### config.mk
export PLATFORM = sky130hd
export DESIGN_NAME = fixed_width_decimal_formatter_unit
export DESIGN_NICKNAME = d
export VERILOG_FILES = /design/src/hw/rtl/fwdf_pkg.sv /design/src/hw/rtl/fwdf_front.sv /design/src/hw/rtl/fwdf_div.sv /design/src/hw/rtl/fwdf_back.sv /design/src/hw/rtl/fixed_width_decimal_formatter_unit.sv
export VERILOG_INCLUDE_DIRS = /design/src /design/src/hw/rtl
export SDC_FILE = /design/constraint.sdc
export NUM_CORES = 2
export LEC_CHECK = 0
export ABC_AREA = 1
export BUFFER_PORTS_ARGS = -buffer_cell sky130_fd_sc_hd__buf_4
export CORE_AREA = 5 5 384 386
export CTS_BUF_LIST = sky130_fd_sc_hd__clkbuf_8
export DETAILED_ROUTE_END_ITERATION = 12
export DIE_AREA = 0 0 389 391
export HOLD_SLACK_MARGIN = 0.1
export PLACE_DENSITY = 0.68
export RECOVER_POWER = 100
export REMOVE_ABC_BUFFERS = 1
export SYNTH_ARGS = -nofsm -noshare
export SYNTH_HDL_FRONTEND = slang
export SYNTH_SLANG_ARGS = --single-unit
### constraint.sdc
create_clock -name clk -period 13.14 [get_ports clk]
set_clock_uncertainty 0.15 [all_clocks]
set_input_delay 0 -clock clk [delete_from_list [all_inputs] [get_ports clk]]
set_output_delay 0 -clock clk [all_outputs]
set_load 0.05 [all_outputs]
### src/hw/rtl/fixed_width_decimal_formatter_unit_assert.svh
`ifndef FIXED_WIDTH_DECIMAL_FORMATTER_UNIT_ASSERT_SVH
`define FIXED_WIDTH_DECIMAL_FORMATTER_UNIT_ASSERT_SVH

// Same-cycle implication, checked on clk, quiet while arst_n is low.
`define FWDF_ASSERT_SAME(label, ante, cons, msg) \
	label: assert property (@(posedge clk) disable iff (!arst_n) (ante) |-> (cons)) \
		else $error(msg);

// Next-cycle implication.
`define FWDF_ASSERT_NEXT(label, ante, cons, msg) \
	label: assert property (@(posedge clk) disable iff (!arst_n) (ante) |=> (cons)) \
		else $error(msg);

`endif

### src/hw/rtl/fwdf_pkg.sv
package fwdf_pkg;

	localparam int MAX_DIGITS = 9;
	localparam int MAX_K      = MAX_DIGITS - 1;
	localparam int K_W        = 4;
	localparam int POW_W      = 27;

	localparam int CFG_IDX_W  = 2;
	localparam int CFG_DATA_W = 4;
	localparam logic [CFG_IDX_W-1:0] CFG_NUM_DIGITS  = CFG_IDX_W'(0);
	localparam logic [CFG_IDX_W-1:0] CFG_MIN_DIGITS  = CFG_IDX_W'(1);
	localparam logic [CFG_IDX_W-1:0] CFG_SCORE_MODE  = CFG_IDX_W'(2);
	localparam logic [CFG_IDX_W-1:0] CFG_TRAIL_SPACE = CFG_IDX_W'(3);

	localparam logic [3:0] RST_NUM_DIGITS = 4'd5;
	localparam logic [3:0] RST_MIN_DIGITS = 4'd1;

	localparam logic [7:0] CH_ZERO  = 8'h30;
	localparam logic [7:0] CH_SPACE = 8'h20;

	localparam int FQ_DEPTH = 2;
	localparam int FQ_PTR_W = $clog2(FQ_DEPTH);
	localparam int FQ_CNT_W = $clog2(FQ_DEPTH + 1);
	localparam int OQ_DEPTH = 2;
	localparam int OQ_PTR_W = $clog2(OQ_DEPTH);
	localparam int OQ_CNT_W = $clog2(OQ_DEPTH + 1);

	typedef struct packed {
		logic [3:0] num_digits;
		logic [3:0] min_digits;
		logic       score;
		logic       trail;
	} fwdf_cfg_t;

	typedef struct packed {
		logic [31:0] value;
		logic        shadow;
	} fwdf_item_t;

	typedef struct packed {
		logic [7:0] code;
		logic       shadow;
		logic       last;
	} fwdf_char_t;

	typedef struct packed {
		logic           start;
		logic [31:0]    v;
		logic [K_W-1:0] k;
	} div_req_t;

	typedef struct packed {
		logic        done;
		logic [15:0] d16;
		logic [31:0] v_next;
	} div_rsp_t;

	function automatic logic [POW_W-1:0] pow10(input logic [K_W-1:0] k);
		case (k)
			4'd0: return 27'd1;
			4'd1: return 27'd10;
			4'd2: return 27'd100;
			4'd3: return 27'd1000;
			4'd4: return 27'd10000;
			4'd5: return 27'd100000;
			4'd6: return 27'd1000000;
			4'd7: return 27'd10000000;
			4'd8: return 27'd100000000;
			default: return 27'd1;
		endcase
	endfunction

	// floor(2^s / 10^k), scaled into [2^31, 2^32)
	function automatic logic [31:0] recip(input logic [K_W-1:0] k);
		case (k)
			4'd1: return 32'd3435973836;
			4'd2: return 32'd2748779069;
			4'd3: return 32'd2199023255;
			4'd4: return 32'd3518437208;
			4'd5: return 32'd2814749767;
			4'd6: return 32'd2251799813;
			4'd7: return 32'd3602879701;
			4'd8: return 32'd2882303761;
			default: return 32'd0;
		endcase
	endfunction

	// Quotient estimate, low by at most one
	function automatic logic [31:0] quot_est(input logic [63:0] prod, input logic [K_W-1:0] k);
		case (k)
			4'd1: return 32'(prod >> 35);
			4'd2: return 32'(prod >> 38);
			4'd3: return 32'(prod >> 41);
			4'd4: return 32'(prod >> 45);
			4'd5: return 32'(prod >> 48);
			4'd6: return 32'(prod >> 51);
			4'd7: return 32'(prod >> 55);
			4'd8: return 32'(prod >> 58);
			default: return 32'd0;
		endcase
	endfunction

endpackage

### src/hw/rtl/fwdf_front.sv
module fwdf_front (
	input  logic                   clk,
	input  logic                   arst_n,
	input  fwdf_pkg::fwdf_cfg_t    cfg,
	input  logic                   push,
	input  logic signed [31:0]     number_value,
	output logic                   full,
	output logic                   item_vld,
	output fwdf_pkg::fwdf_item_t   item,
	input  logic                   item_take
);

	fwdf_pkg::fwdf_item_t              fq_mem_q [fwdf_pkg::FQ_DEPTH];
	logic [fwdf_pkg::FQ_PTR_W-1:0]     wptr_q;
	logic [fwdf_pkg::FQ_PTR_W-1:0]     rptr_q;
	logic [fwdf_pkg::FQ_CNT_W-1:0]     cnt_q;
	logic [31:0]                       raw;
	logic                              drop;
	logic                              wr;
	logic                              rd;
	fwdf_pkg::fwdf_item_t              cls;

	assign raw = number_value;

	// width out of range, or nothing at all to print: the beat is swallowed
	always_comb begin
		drop = (cfg.num_digits > 4'(fwdf_pkg::MAX_DIGITS))
			|| (cfg.num_digits == 4'd0 && !cfg.trail);
		cls.shadow = !cfg.score && (raw[15:0] == 16'hFFFF);
		cls.value  = cfg.score ? raw : {16'b0, raw[15:0]};
	end

	assign full     = cnt_q == fwdf_pkg::FQ_CNT_W'(fwdf_pkg::FQ_DEPTH);
	assign item_vld = cnt_q != '0;
	assign item     = fq_mem_q[rptr_q];
	assign wr       = push && !full && !drop;
	assign rd       = item_take && item_vld;

	always_ff @(posedge clk or negedge arst_n) begin
		if (!arst_n) begin
			wptr_q <= '0;
			rptr_q <= '0;
			cnt_q  <= '0;
		end else begin
			if (wr) begin
				wptr_q <= (wptr_q == fwdf_pkg::FQ_PTR_W'(fwdf_pkg::FQ_DEPTH - 1))
					? '0 : wptr_q + 1'b1;
			end
			if (rd) begin
				rptr_q <= (rptr_q == fwdf_pkg::FQ_PTR_W'(fwdf_pkg::FQ_DEPTH - 1))
					? '0 : rptr_q + 1'b1;
			end
			case ({wr, rd})
				2'b10: cnt_q <= cnt_q + 1'b1;
				2'b01: cnt_q <= cnt_q - 1'b1;
				default: cnt_q <= cnt_q;
			endcase
		end
	end

	always_ff @(posedge clk) begin
		if (wr) begin
			fq_mem_q[wptr_q] <= cls;
		end
	end

endmodule

### src/hw/rtl/fwdf_div.sv
module fwdf_div (
	input  logic                clk,
	input  logic                arst_n,
	input  fwdf_pkg::div_req_t  req,
	output fwdf_pkg::div_rsp_t  rsp
);

	`include "fixed_width_decimal_formatter_unit_assert.svh"

	logic vld_s1, vld_s2, vld_s3, vld_s4, vld_s5;

	logic [31:0]                   v_s1, mag_s1;
	logic                          neg_s1;
	logic [fwdf_pkg::K_W-1:0]      k_s1;

	logic [63:0]                   prod_s2;
	logic [31:0]                   v_s2, mag_s2;
	logic                          neg_s2;
	logic [fwdf_pkg::K_W-1:0]      k_s2;

	logic [31:0]                   qest_s3;
	logic [27:0]                   rem_s3;
	logic [31:0]                   v_s3;
	logic                          neg_s3;
	logic [fwdf_pkg::K_W-1:0]      k_s3;

	logic [15:0]                   d16_s4;
	logic [31:0]                   v_s4;
	logic [fwdf_pkg::K_W-1:0]      k_s4;

	logic [15:0]                   d16_s5;
	logic [31:0]                   vnext_s5;

	logic [31:0]                   mag_in;
	logic [63:0]                   prod_d;
	logic [31:0]                   qest_d;
	logic [54:0]                   qd_full;
	logic [27:0]                   rem_d;
	logic                          corr;
	logic [31:0]                   q_abs;
	logic [31:0]                   q_sgn;
	logic [42:0]                   dd_full;
	logic [31:0]                   vnext_d;

	always_comb begin
		mag_in  = req.v[31] ? (~req.v + 32'd1) : req.v;
		prod_d  = {32'b0, mag_s1} * {32'b0, fwdf_pkg::recip(k_s1)};
		qest_d  = (k_s2 == '0) ? mag_s2 : fwdf_pkg::quot_est(prod_s2, k_s2);
		// remainder estimate is below 2*10^k, so 28 bits carry it exactly
		qd_full = {27'b0, qest_d[27:0]} * {28'b0, fwdf_pkg::pow10(k_s2)};
		rem_d   = mag_s2[27:0] - qd_full[27:0];
		corr    = rem_s3 >= {1'b0, fwdf_pkg::pow10(k_s3)};
		q_abs   = qest_s3 + {31'b0, corr};
		q_sgn   = neg_s3 ? (~q_abs + 32'd1) : q_abs;
		dd_full = {16'b0, fwdf_pkg::pow10(k_s4)} * {27'b0, d16_s4};
		vnext_d = v_s4 - dd_full[31:0];
	end

	always_ff @(posedge clk or negedge arst_n) begin
		if (!arst_n) begin
			vld_s1 <= 1'b0;
			vld_s2 <= 1'b0;
			vld_s3 <= 1'b0;
			vld_s4 <= 1'b0;
			vld_s5 <= 1'b0;
		end else begin
			vld_s1 <= req.start;
			vld_s2 <= vld_s1;
			vld_s3 <= vld_s2;
			vld_s4 <= vld_s3;
			vld_s5 <= vld_s4;
		end
	end

	always_ff @(posedge clk) begin
		v_s1     <= req.v;
		mag_s1   <= mag_in;
		neg_s1   <= req.v[31];
		k_s1     <= req.k;

		prod_s2  <= prod_d;
		v_s2     <= v_s1;
		mag_s2   <= mag_s1;
		neg_s2   <= neg_s1;
		k_s2     <= k_s1;

		qest_s3  <= qest_d;
		rem_s3   <= rem_d;
		v_s3     <= v_s2;
		neg_s3   <= neg_s2;
		k_s3     <= k_s2;

		d16_s4   <= q_sgn[15:0];
		v_s4     <= v_s3;
		k_s4     <= k_s3;

		d16_s5   <= d16_s4;
		vnext_s5 <= vnext_d;
	end

	assign rsp.done   = vld_s5;
	assign rsp.d16    = d16_s5;
	assign rsp.v_next = vnext_s5;

	`FWDF_ASSERT_SAME(a_div_single, req.start, !(vld_s1 || vld_s2 || vld_s3 || vld_s4), "division issued while one is in flight")
	`FWDF_ASSERT_SAME(a_div_onehot, 1'b1, $onehot0({vld_s1, vld_s2, vld_s3, vld_s4, vld_s5}), "more than one division in the pipe")
	`FWDF_ASSERT_SAME(a_div_est, vld_s3 && (k_s3 <= fwdf_pkg::K_W'(fwdf_pkg::MAX_K)), rem_s3 < ({1'b0, fwdf_pkg::pow10(k_s3)} << 1), "quotient estimate off by more than one")

endmodule

### src/hw/rtl/fwdf_back.sv
module fwdf_back (
	input  logic                   clk,
	input  logic                   arst_n,
	input  fwdf_pkg::fwdf_cfg_t    cfg,
	input  logic                   item_vld,
	input  fwdf_pkg::fwdf_item_t   item,
	output logic                   item_take,
	output fwdf_pkg::div_req_t     div_req,
	input  fwdf_pkg::div_rsp_t     div_rsp,
	output logic                   empty,
	input  logic                   pop,
	output fwdf_pkg::fwdf_char_t   head
);

	`include "fixed_width_decimal_formatter_unit_assert.svh"

	typedef enum logic [1:0] {
		ST_IDLE,
		ST_BUSY,
		ST_HOLD,
		ST_SPACE
	} state_t;

	state_t                            state_q, state_d;
	logic [3:0]                        rem_q;
	logic                              started_q;
	logic                              shadow_q;
	fwdf_pkg::fwdf_char_t              hold_char_q;
	logic [31:0]                       hold_v_q;

	fwdf_pkg::fwdf_char_t              oq_mem_q [fwdf_pkg::OQ_DEPTH];
	logic [fwdf_pkg::OQ_PTR_W-1:0]     oq_wptr_q;
	logic [fwdf_pkg::OQ_PTR_W-1:0]     oq_rptr_q;
	logic [fwdf_pkg::OQ_CNT_W-1:0]     oq_cnt_q;
	logic                              oq_full;
	logic                              oq_push;
	logic                              oq_pop;
	fwdf_pkg::fwdf_char_t              oq_data;

	logic                              started_n;
	logic [3:0]                        dig;
	fwdf_pkg::fwdf_char_t              dig_char;
	logic [31:0]                       vn;
	logic                              adv;
	logic [31:0]                       adv_v;

	always_comb begin
		started_n     = started_q || (rem_q <= cfg.min_digits) || (div_rsp.d16 != 16'd0);
		dig           = (div_rsp.d16 > 16'd9) ? 4'd9 : div_rsp.d16[3:0];
		dig_char.code = shadow_q ? fwdf_pkg::CH_ZERO
			: started_n ? fwdf_pkg::CH_ZERO + {4'b0, dig} : fwdf_pkg::CH_SPACE;
		dig_char.shadow = shadow_q;
		dig_char.last   = (rem_q == 4'd1) && !cfg.trail;
		// 16-bit mode keeps the remainder to 16 bits
		vn    = cfg.score ? div_rsp.v_next : {16'b0, div_rsp.v_next[15:0]};
		adv_v = (state_q == ST_HOLD) ? hold_v_q : vn;
	end

	always_comb begin
		state_d     = state_q;
		item_take   = 1'b0;
		div_req     = '0;
		oq_push     = 1'b0;
		oq_data     = dig_char;
		adv         = 1'b0;
		case (state_q)
			ST_IDLE: begin
				if (item_vld) begin
					item_take = 1'b1;
					if (cfg.num_digits == 4'd0) begin
						state_d = ST_SPACE;
					end else begin
						div_req.start = 1'b1;
						div_req.v     = item.value;
						div_req.k     = cfg.num_digits - 4'd1;
						state_d       = ST_BUSY;
					end
				end
			end
			ST_BUSY: begin
				if (div_rsp.done) begin
					if (!oq_full) begin
						oq_push = 1'b1;
						adv     = 1'b1;
					end else begin
						state_d = ST_HOLD;
					end
				end
			end
			ST_HOLD: begin
				if (!oq_full) begin
					oq_push = 1'b1;
					oq_data = hold_char_q;
					adv     = 1'b1;
				end
			end
			ST_SPACE: begin
				if (!oq_full) begin
					oq_push        = 1'b1;
					oq_data.code   = fwdf_pkg::CH_SPACE;
					oq_data.shadow = shadow_q;
					oq_data.last   = 1'b1;
					state_d        = ST_IDLE;
				end
			end
			default: state_d = ST_IDLE;
		endcase

		// next position, or wind up the number
		if (adv) begin
			if (rem_q == 4'd1) begin
				state_d = cfg.trail ? ST_SPACE : ST_IDLE;
			end else begin
				div_req.start = 1'b1;
				div_req.v     = adv_v;
				div_req.k     = rem_q - 4'd2;
				state_d       = ST_BUSY;
			end
		end
	end

	always_ff @(posedge clk or negedge arst_n) begin
		if (!arst_n) begin
			state_q     <= ST_IDLE;
			rem_q       <= '0;
			started_q   <= 1'b0;
			shadow_q    <= 1'b0;
			hold_char_q <= '0;
			hold_v_q    <= '0;
		end else begin
			state_q <= state_d;
			if (item_take) begin
				shadow_q  <= item.shadow;
				started_q <= 1'b0;
				rem_q     <= cfg.num_digits;
			end
			if (state_q == ST_BUSY && div_rsp.done) begin
				started_q   <= started_n;
				hold_char_q <= dig_char;
				hold_v_q    <= vn;
			end
			if (adv && rem_q != 4'd1) begin
				rem_q <= rem_q - 4'd1;
			end
		end
	end

	assign oq_full = oq_cnt_q == fwdf_pkg::OQ_CNT_W'(fwdf_pkg::OQ_DEPTH);
	assign empty   = oq_cnt_q == '0;
	assign oq_pop  = pop && !empty;
	assign head    = oq_mem_q[oq_rptr_q];

	always_ff @(posedge clk or negedge arst_n) begin
		if (!arst_n) begin
			oq_wptr_q <= '0;
			oq_rptr_q <= '0;
			oq_cnt_q  <= '0;
		end else begin
			if (oq_push) begin
				oq_wptr_q <= (oq_wptr_q == fwdf_pkg::OQ_PTR_W'(fwdf_pkg::OQ_DEPTH - 1))
					? '0 : oq_wptr_q + 1'b1;
			end
			if (oq_pop) begin
				oq_rptr_q <= (oq_rptr_q == fwdf_pkg::OQ_PTR_W'(fwdf_pkg::OQ_DEPTH - 1))
					? '0 : oq_rptr_q + 1'b1;
			end
			case ({oq_push, oq_pop})
				2'b10: oq_cnt_q <= oq_cnt_q + 1'b1;
				2'b01: oq_cnt_q <= oq_cnt_q - 1'b1;
				default: oq_cnt_q <= oq_cnt_q;
			endcase
		end
	end

	always_ff @(posedge clk) begin
		if (oq_push) begin
			oq_mem_q[oq_wptr_q] <= oq_data;
		end
	end

	`FWDF_ASSERT_SAME(a_done_in_busy, div_rsp.done, state_q == ST_BUSY, "division result outside busy state")
	`FWDF_ASSERT_SAME(a_rem_nonzero, state_q == ST_BUSY || state_q == ST_HOLD, rem_q != 4'd0, "position count ran out while working")
	`FWDF_ASSERT_SAME(a_oq_bound, 1'b1, oq_cnt_q <= fwdf_pkg::OQ_CNT_W'(fwdf_pkg::OQ_DEPTH), "result queue overfilled")
	`FWDF_ASSERT_NEXT(a_issue_busy, div_req.start, state_q == ST_BUSY, "division issued without waiting for it")

endmodule

### src/hw/rtl/fixed_width_decimal_formatter_unit.sv
// Fixed-width decimal formatter: each number pushed in comes out as a configured count of
// ASCII digit characters, most significant position first, leading zeros shown as spaces
// above the configured count of always-shown low positions, plus one trailing space when
// enabled; last_char marks the final character of a number. A front queue (two numbers
// deep) takes numbers while the back end is still working, and a two-deep result queue
// decouples the pop side. Each digit position is one trip through a five-stage reciprocal
// division pipe, and a position needs the remainder of the one before, so the back end
// issues no new division for a number until the last one has returned, and takes up the
// next number only when the current one is done. Numbers that yield no characters, or
// whose configured width is out of range, are dropped at the input.
// Configuration must be written while the block is idle; there is no clearing pass after reset.
module fixed_width_decimal_formatter_unit (
	input  logic                               clk,
	input  logic                               arst_n,
	input  logic                               cfg_we,
	input  logic [fwdf_pkg::CFG_IDX_W-1:0]     cfg_index,
	input  logic [fwdf_pkg::CFG_DATA_W-1:0]    cfg_wdata,
	input  logic                               push,
	output logic                               full,
	input  logic signed [31:0]                 number_value,
	output logic                               empty,
	input  logic                               pop,
	output logic [7:0]                         char_code,
	output logic                               suppress_shadow,
	output logic                               last_char
);

	fwdf_pkg::fwdf_cfg_t    cfg_q;
	logic                   item_vld;
	logic                   item_take;
	fwdf_pkg::fwdf_item_t   item;
	fwdf_pkg::div_req_t     div_req;
	fwdf_pkg::div_rsp_t     div_rsp;
	fwdf_pkg::fwdf_char_t   head;

	always_ff @(posedge clk or negedge arst_n) begin
		if (!arst_n) begin
			cfg_q.num_digits <= fwdf_pkg::RST_NUM_DIGITS;
			cfg_q.min_digits <= fwdf_pkg::RST_MIN_DIGITS;
			cfg_q.score      <= 1'b0;
			cfg_q.trail      <= 1'b0;
		end else if (cfg_we) begin
			case (cfg_index)
				fwdf_pkg::CFG_NUM_DIGITS:  cfg_q.num_digits <= cfg_wdata;
				fwdf_pkg::CFG_MIN_DIGITS:  cfg_q.min_digits <= cfg_wdata;
				fwdf_pkg::CFG_SCORE_MODE:  cfg_q.score      <= cfg_wdata[0];
				fwdf_pkg::CFG_TRAIL_SPACE: cfg_q.trail      <= cfg_wdata[0];
				default: cfg_q <= cfg_q;
			endcase
		end
	end

	fwdf_front u_front (
		.clk          (clk),
		.arst_n       (arst_n),
		.cfg          (cfg_q),
		.push         (push),
		.number_value (number_value),
		.full         (full),
		.item_vld     (item_vld),
		.item         (item),
		.item_take    (item_take)
	);

	fwdf_div u_div (
		.clk    (clk),
		.arst_n (arst_n),
		.req    (div_req),
		.rsp    (div_rsp)
	);

	fwdf_back u_back (
		.clk       (clk),
		.arst_n    (arst_n),
		.cfg       (cfg_q),
		.item_vld  (item_vld),
		.item      (item),
		.item_take (item_take),
		.div_req   (div_req),
		.div_rsp   (div_rsp),
		.empty     (empty),
		.pop       (pop),
		.head      (head)
	);

	assign char_code       = head.code;
	assign suppress_shadow = head.shadow;
	assign last_char       = head.last;

endmodule
==> reports/qor.txt <==
RSZ-0062 raised after global routing - false
Final wirelength - 240000 um
Crit path required time - 13.58 ns
CTS Root Cell - clkbuf_8
Placer Congestion - 1.04
Core area - 0.143 mm2
Detailed Routing Iterations Pass 1 - 8
Synth unique cells - 64
Chip width - 389 um
Die height - 391 um
Fin. Hold Viols - 0
Die area - 0.152 mm2
Ratio of cells with drive above 1 in the final layout - 0.0275
Finish-stage setup viols - 0
Fmax - 96.5 MHz
Antenna-violating nets left - 0
Status - finished, violations left
All-Layer GR Usage - 0.322
Starting DRT DRC Count - 5786
R2R setup slack - 2.78 ns
Largest net degree at the start of global routing - 79
Drc violations - 0
Post-Syn Instances - 9437
Vias in the first global route - 64401
Floorplan row count - 139
Via density - 5.31
TritonCTS clock tree - yes
Clock Latency Late Sink - 0.75 ns
RR Endpoint - u_div.prod_s2[57]
Crit end category - flop
First-pass GRT wire length - 374000 um
CTS Buffer Depth - 3
Layout overhead on the synthesized area - 5.78%
Routed vias - 60475
Final worst-path cycle share - 0.789
Ys async rst share - 0.123
Final Critical Period - 10.36 ns
Yosys warns - 0
Crit Path Class - reg -> reg
TNS Setup - 0 ns
Crit path from - u_div.mag_s1[21]
Post-CTS Setup Bufs - 0
Commonest non-fill, non-tap cell in the layout - inv_1
Initial antenna violation count - 21
Global route total overflow - 0
Starting Density - 0.547
Number of max-slew violations in the final report - 1387
Clock transition at path regs - 0.06 ns
Nets - 11509
Register area share after synthesis - 0.163
Num CTS Buffers - 90
Setup ws final - 2.78 ns
IO Pins - 55
Slew Limit Headroom - -1.74
Most frequent cells in the layout - inv_1, nand2_1, fa_1, ha_1, nor2_1
Failing checks - capacitance limit, slew limit
Clk sink count - 577
Max_cap viols - 41
Crit start category - flop
Critical Path Fanout Max - 31
Syn Area/Cell - 8.29 um2
#FFs+latches synth - 577
Worst Tran Pin Value - 4.11 ns
Main flop type after synthesis - dfxtp_1
Drt wl/cell - 21.1 um
Worst Setup EP - u_div.prod_s2[57]
DP HPWL - 187000 um
Pre-CTS setup slack - 4.24 ns
Hold WC Path Type - reg -> reg
Crit path DAT - 10.80 ns
Synth Cell Area - 0.0783 mm2
I/O Buffers - 52
R2R depth - 26
Reg-to-Reg Start - u_div.mag_s1[21]
H-tree depth - 3
Post-synth EDFFs - 82
[worst min path at each step]
stage,depth (start not counted),slack [ns],end,from
final,0,0.16,u_div.v_s3[24],u_div.v_s2[24]
after detailed placement,1,0.05,u_front.fq_mem_q[1][5],number_value[4]
after global placement,1,0.05,u_front.fq_mem_q[1][6],number_value[5]
after CTS,3,0.11,cfg_q[2],arst_n
after global routing,0,0.17,u_div.v_s3[24],u_div.v_s2[24]
after floorplan,0,-0.45,cfg_q[0],arst_n
[critical path, cell delays in order (launching register included)]
cell      delay, ns
dfxtp_1        0.30
clkbuf_1       2.04
nand2_1        0.62
fa_1           0.70
inv_1          0.06
fa_1           0.46
fa_1           0.48
inv_1          0.05
fa_1           0.50
inv_1          0.06
fa_1           0.55
fa_1           0.43
fa_1           0.49
inv_1          0.05
fa_1           0.54
inv_1          0.06
ha_1           0.36
nand2_1        0.20
nor2_1         0.32
nand2_1        0.14
nor4_1         0.31
o21ai_0        0.14
o21ai_0        0.19
clkbuf_1       0.50
nand4_1        0.27
nand3_1        0.14
nand2_1        0.06
[Yosys cell counts (30+ instances only)]
| library cell | number | area share |
|---|---|---|
| nand3_1 | 160 | 0.010 |
| nand4_1 | 51 | 0.0041 |
| nor2_1 | 434 | 0.021 |
| edfxtp_1 | 82 | 0.031 |
| dfxtp_1 | 424 | 0.11 |
| buf_1 | 34 | 0.0016 |
| xnor2_1 | 54 | 0.0060 |
| inv_1 | 2730 | 0.13 |
| dfrtp_1 | 68 | 0.022 |
| a31oi_1 | 30 | 0.0024 |
| o21ai_0 | 253 | 0.016 |
| nor3_1 | 34 | 0.0022 |
| clkbuf_1 | 290 | 0.014 |
| ha_1 | 547 | 0.087 |
| a21oi_1 | 199 | 0.013 |
| nand2_1 | 2134 | 0.10 |
| xor2_1 | 133 | 0.015 |
| fa_1 | 1514 | 0.39 |
[area by class of cell]
type                            count  area, um2
Fill cell                       12925      60300
Multi-Input combinational cell   5755      53700
Sequential cell                   577      12800
Inverter                         2751      10300
Tap cell                         1903       2380
Timing Repair Buffer              230       1710
Clock buffer                      109       1500
Clock inverter                     58        403
Antenna cell                        5       12.5
[per-stage QoR]
stage,utilization,instances,hold WS (ns),cell area (um2)
floorplan,-,9083,-0.446,76900
global placement,0.561,11123,0.0463,80300
detailed placement,0.561,11123,0.0523,80300
CTS,0.581,11382,0.113,83200
global route,0.578,11385,0.174,82800
finish,0.578,11388,0.164,82800
[what timing repair did]
item,CTS,global route
endpoints found under the hold margin,192,0
resized for setup,0,0
setup endpoints to repair,0,0
hold buffers,92,0
[routing by layer]
layer | vias up | track usage | wire length [um]
met3 | 628 | 0.0774 | 25000
met5 | - | 0 | 39
met4 | 6 | 0.130 | 11600
met1 | 29874 | 0.437 | 96400
met2 | 2930 | 0.500 | 107000
li1 | 27037 | - | -
[cells by family (layout without fill, tap and decap cells)]
family          after synthesis  count (layout)  share of synthesized area
xor+xnor                    187             187                     0.0209
fa+ha+maj                  2061            2061                      0.475
other cells                   1               7                  0.0000479
compound gates              622             622                     0.0449
simple gates               2871            2871                      0.145
buf+inv                    3106            3148                      0.150
mux                          12              12                    0.00155
flops                       577             577                      0.163
Power is left out: the tool's default activity adds up to more than one toggle a clock period on the data nets, which glitch-free logic cannot reach.
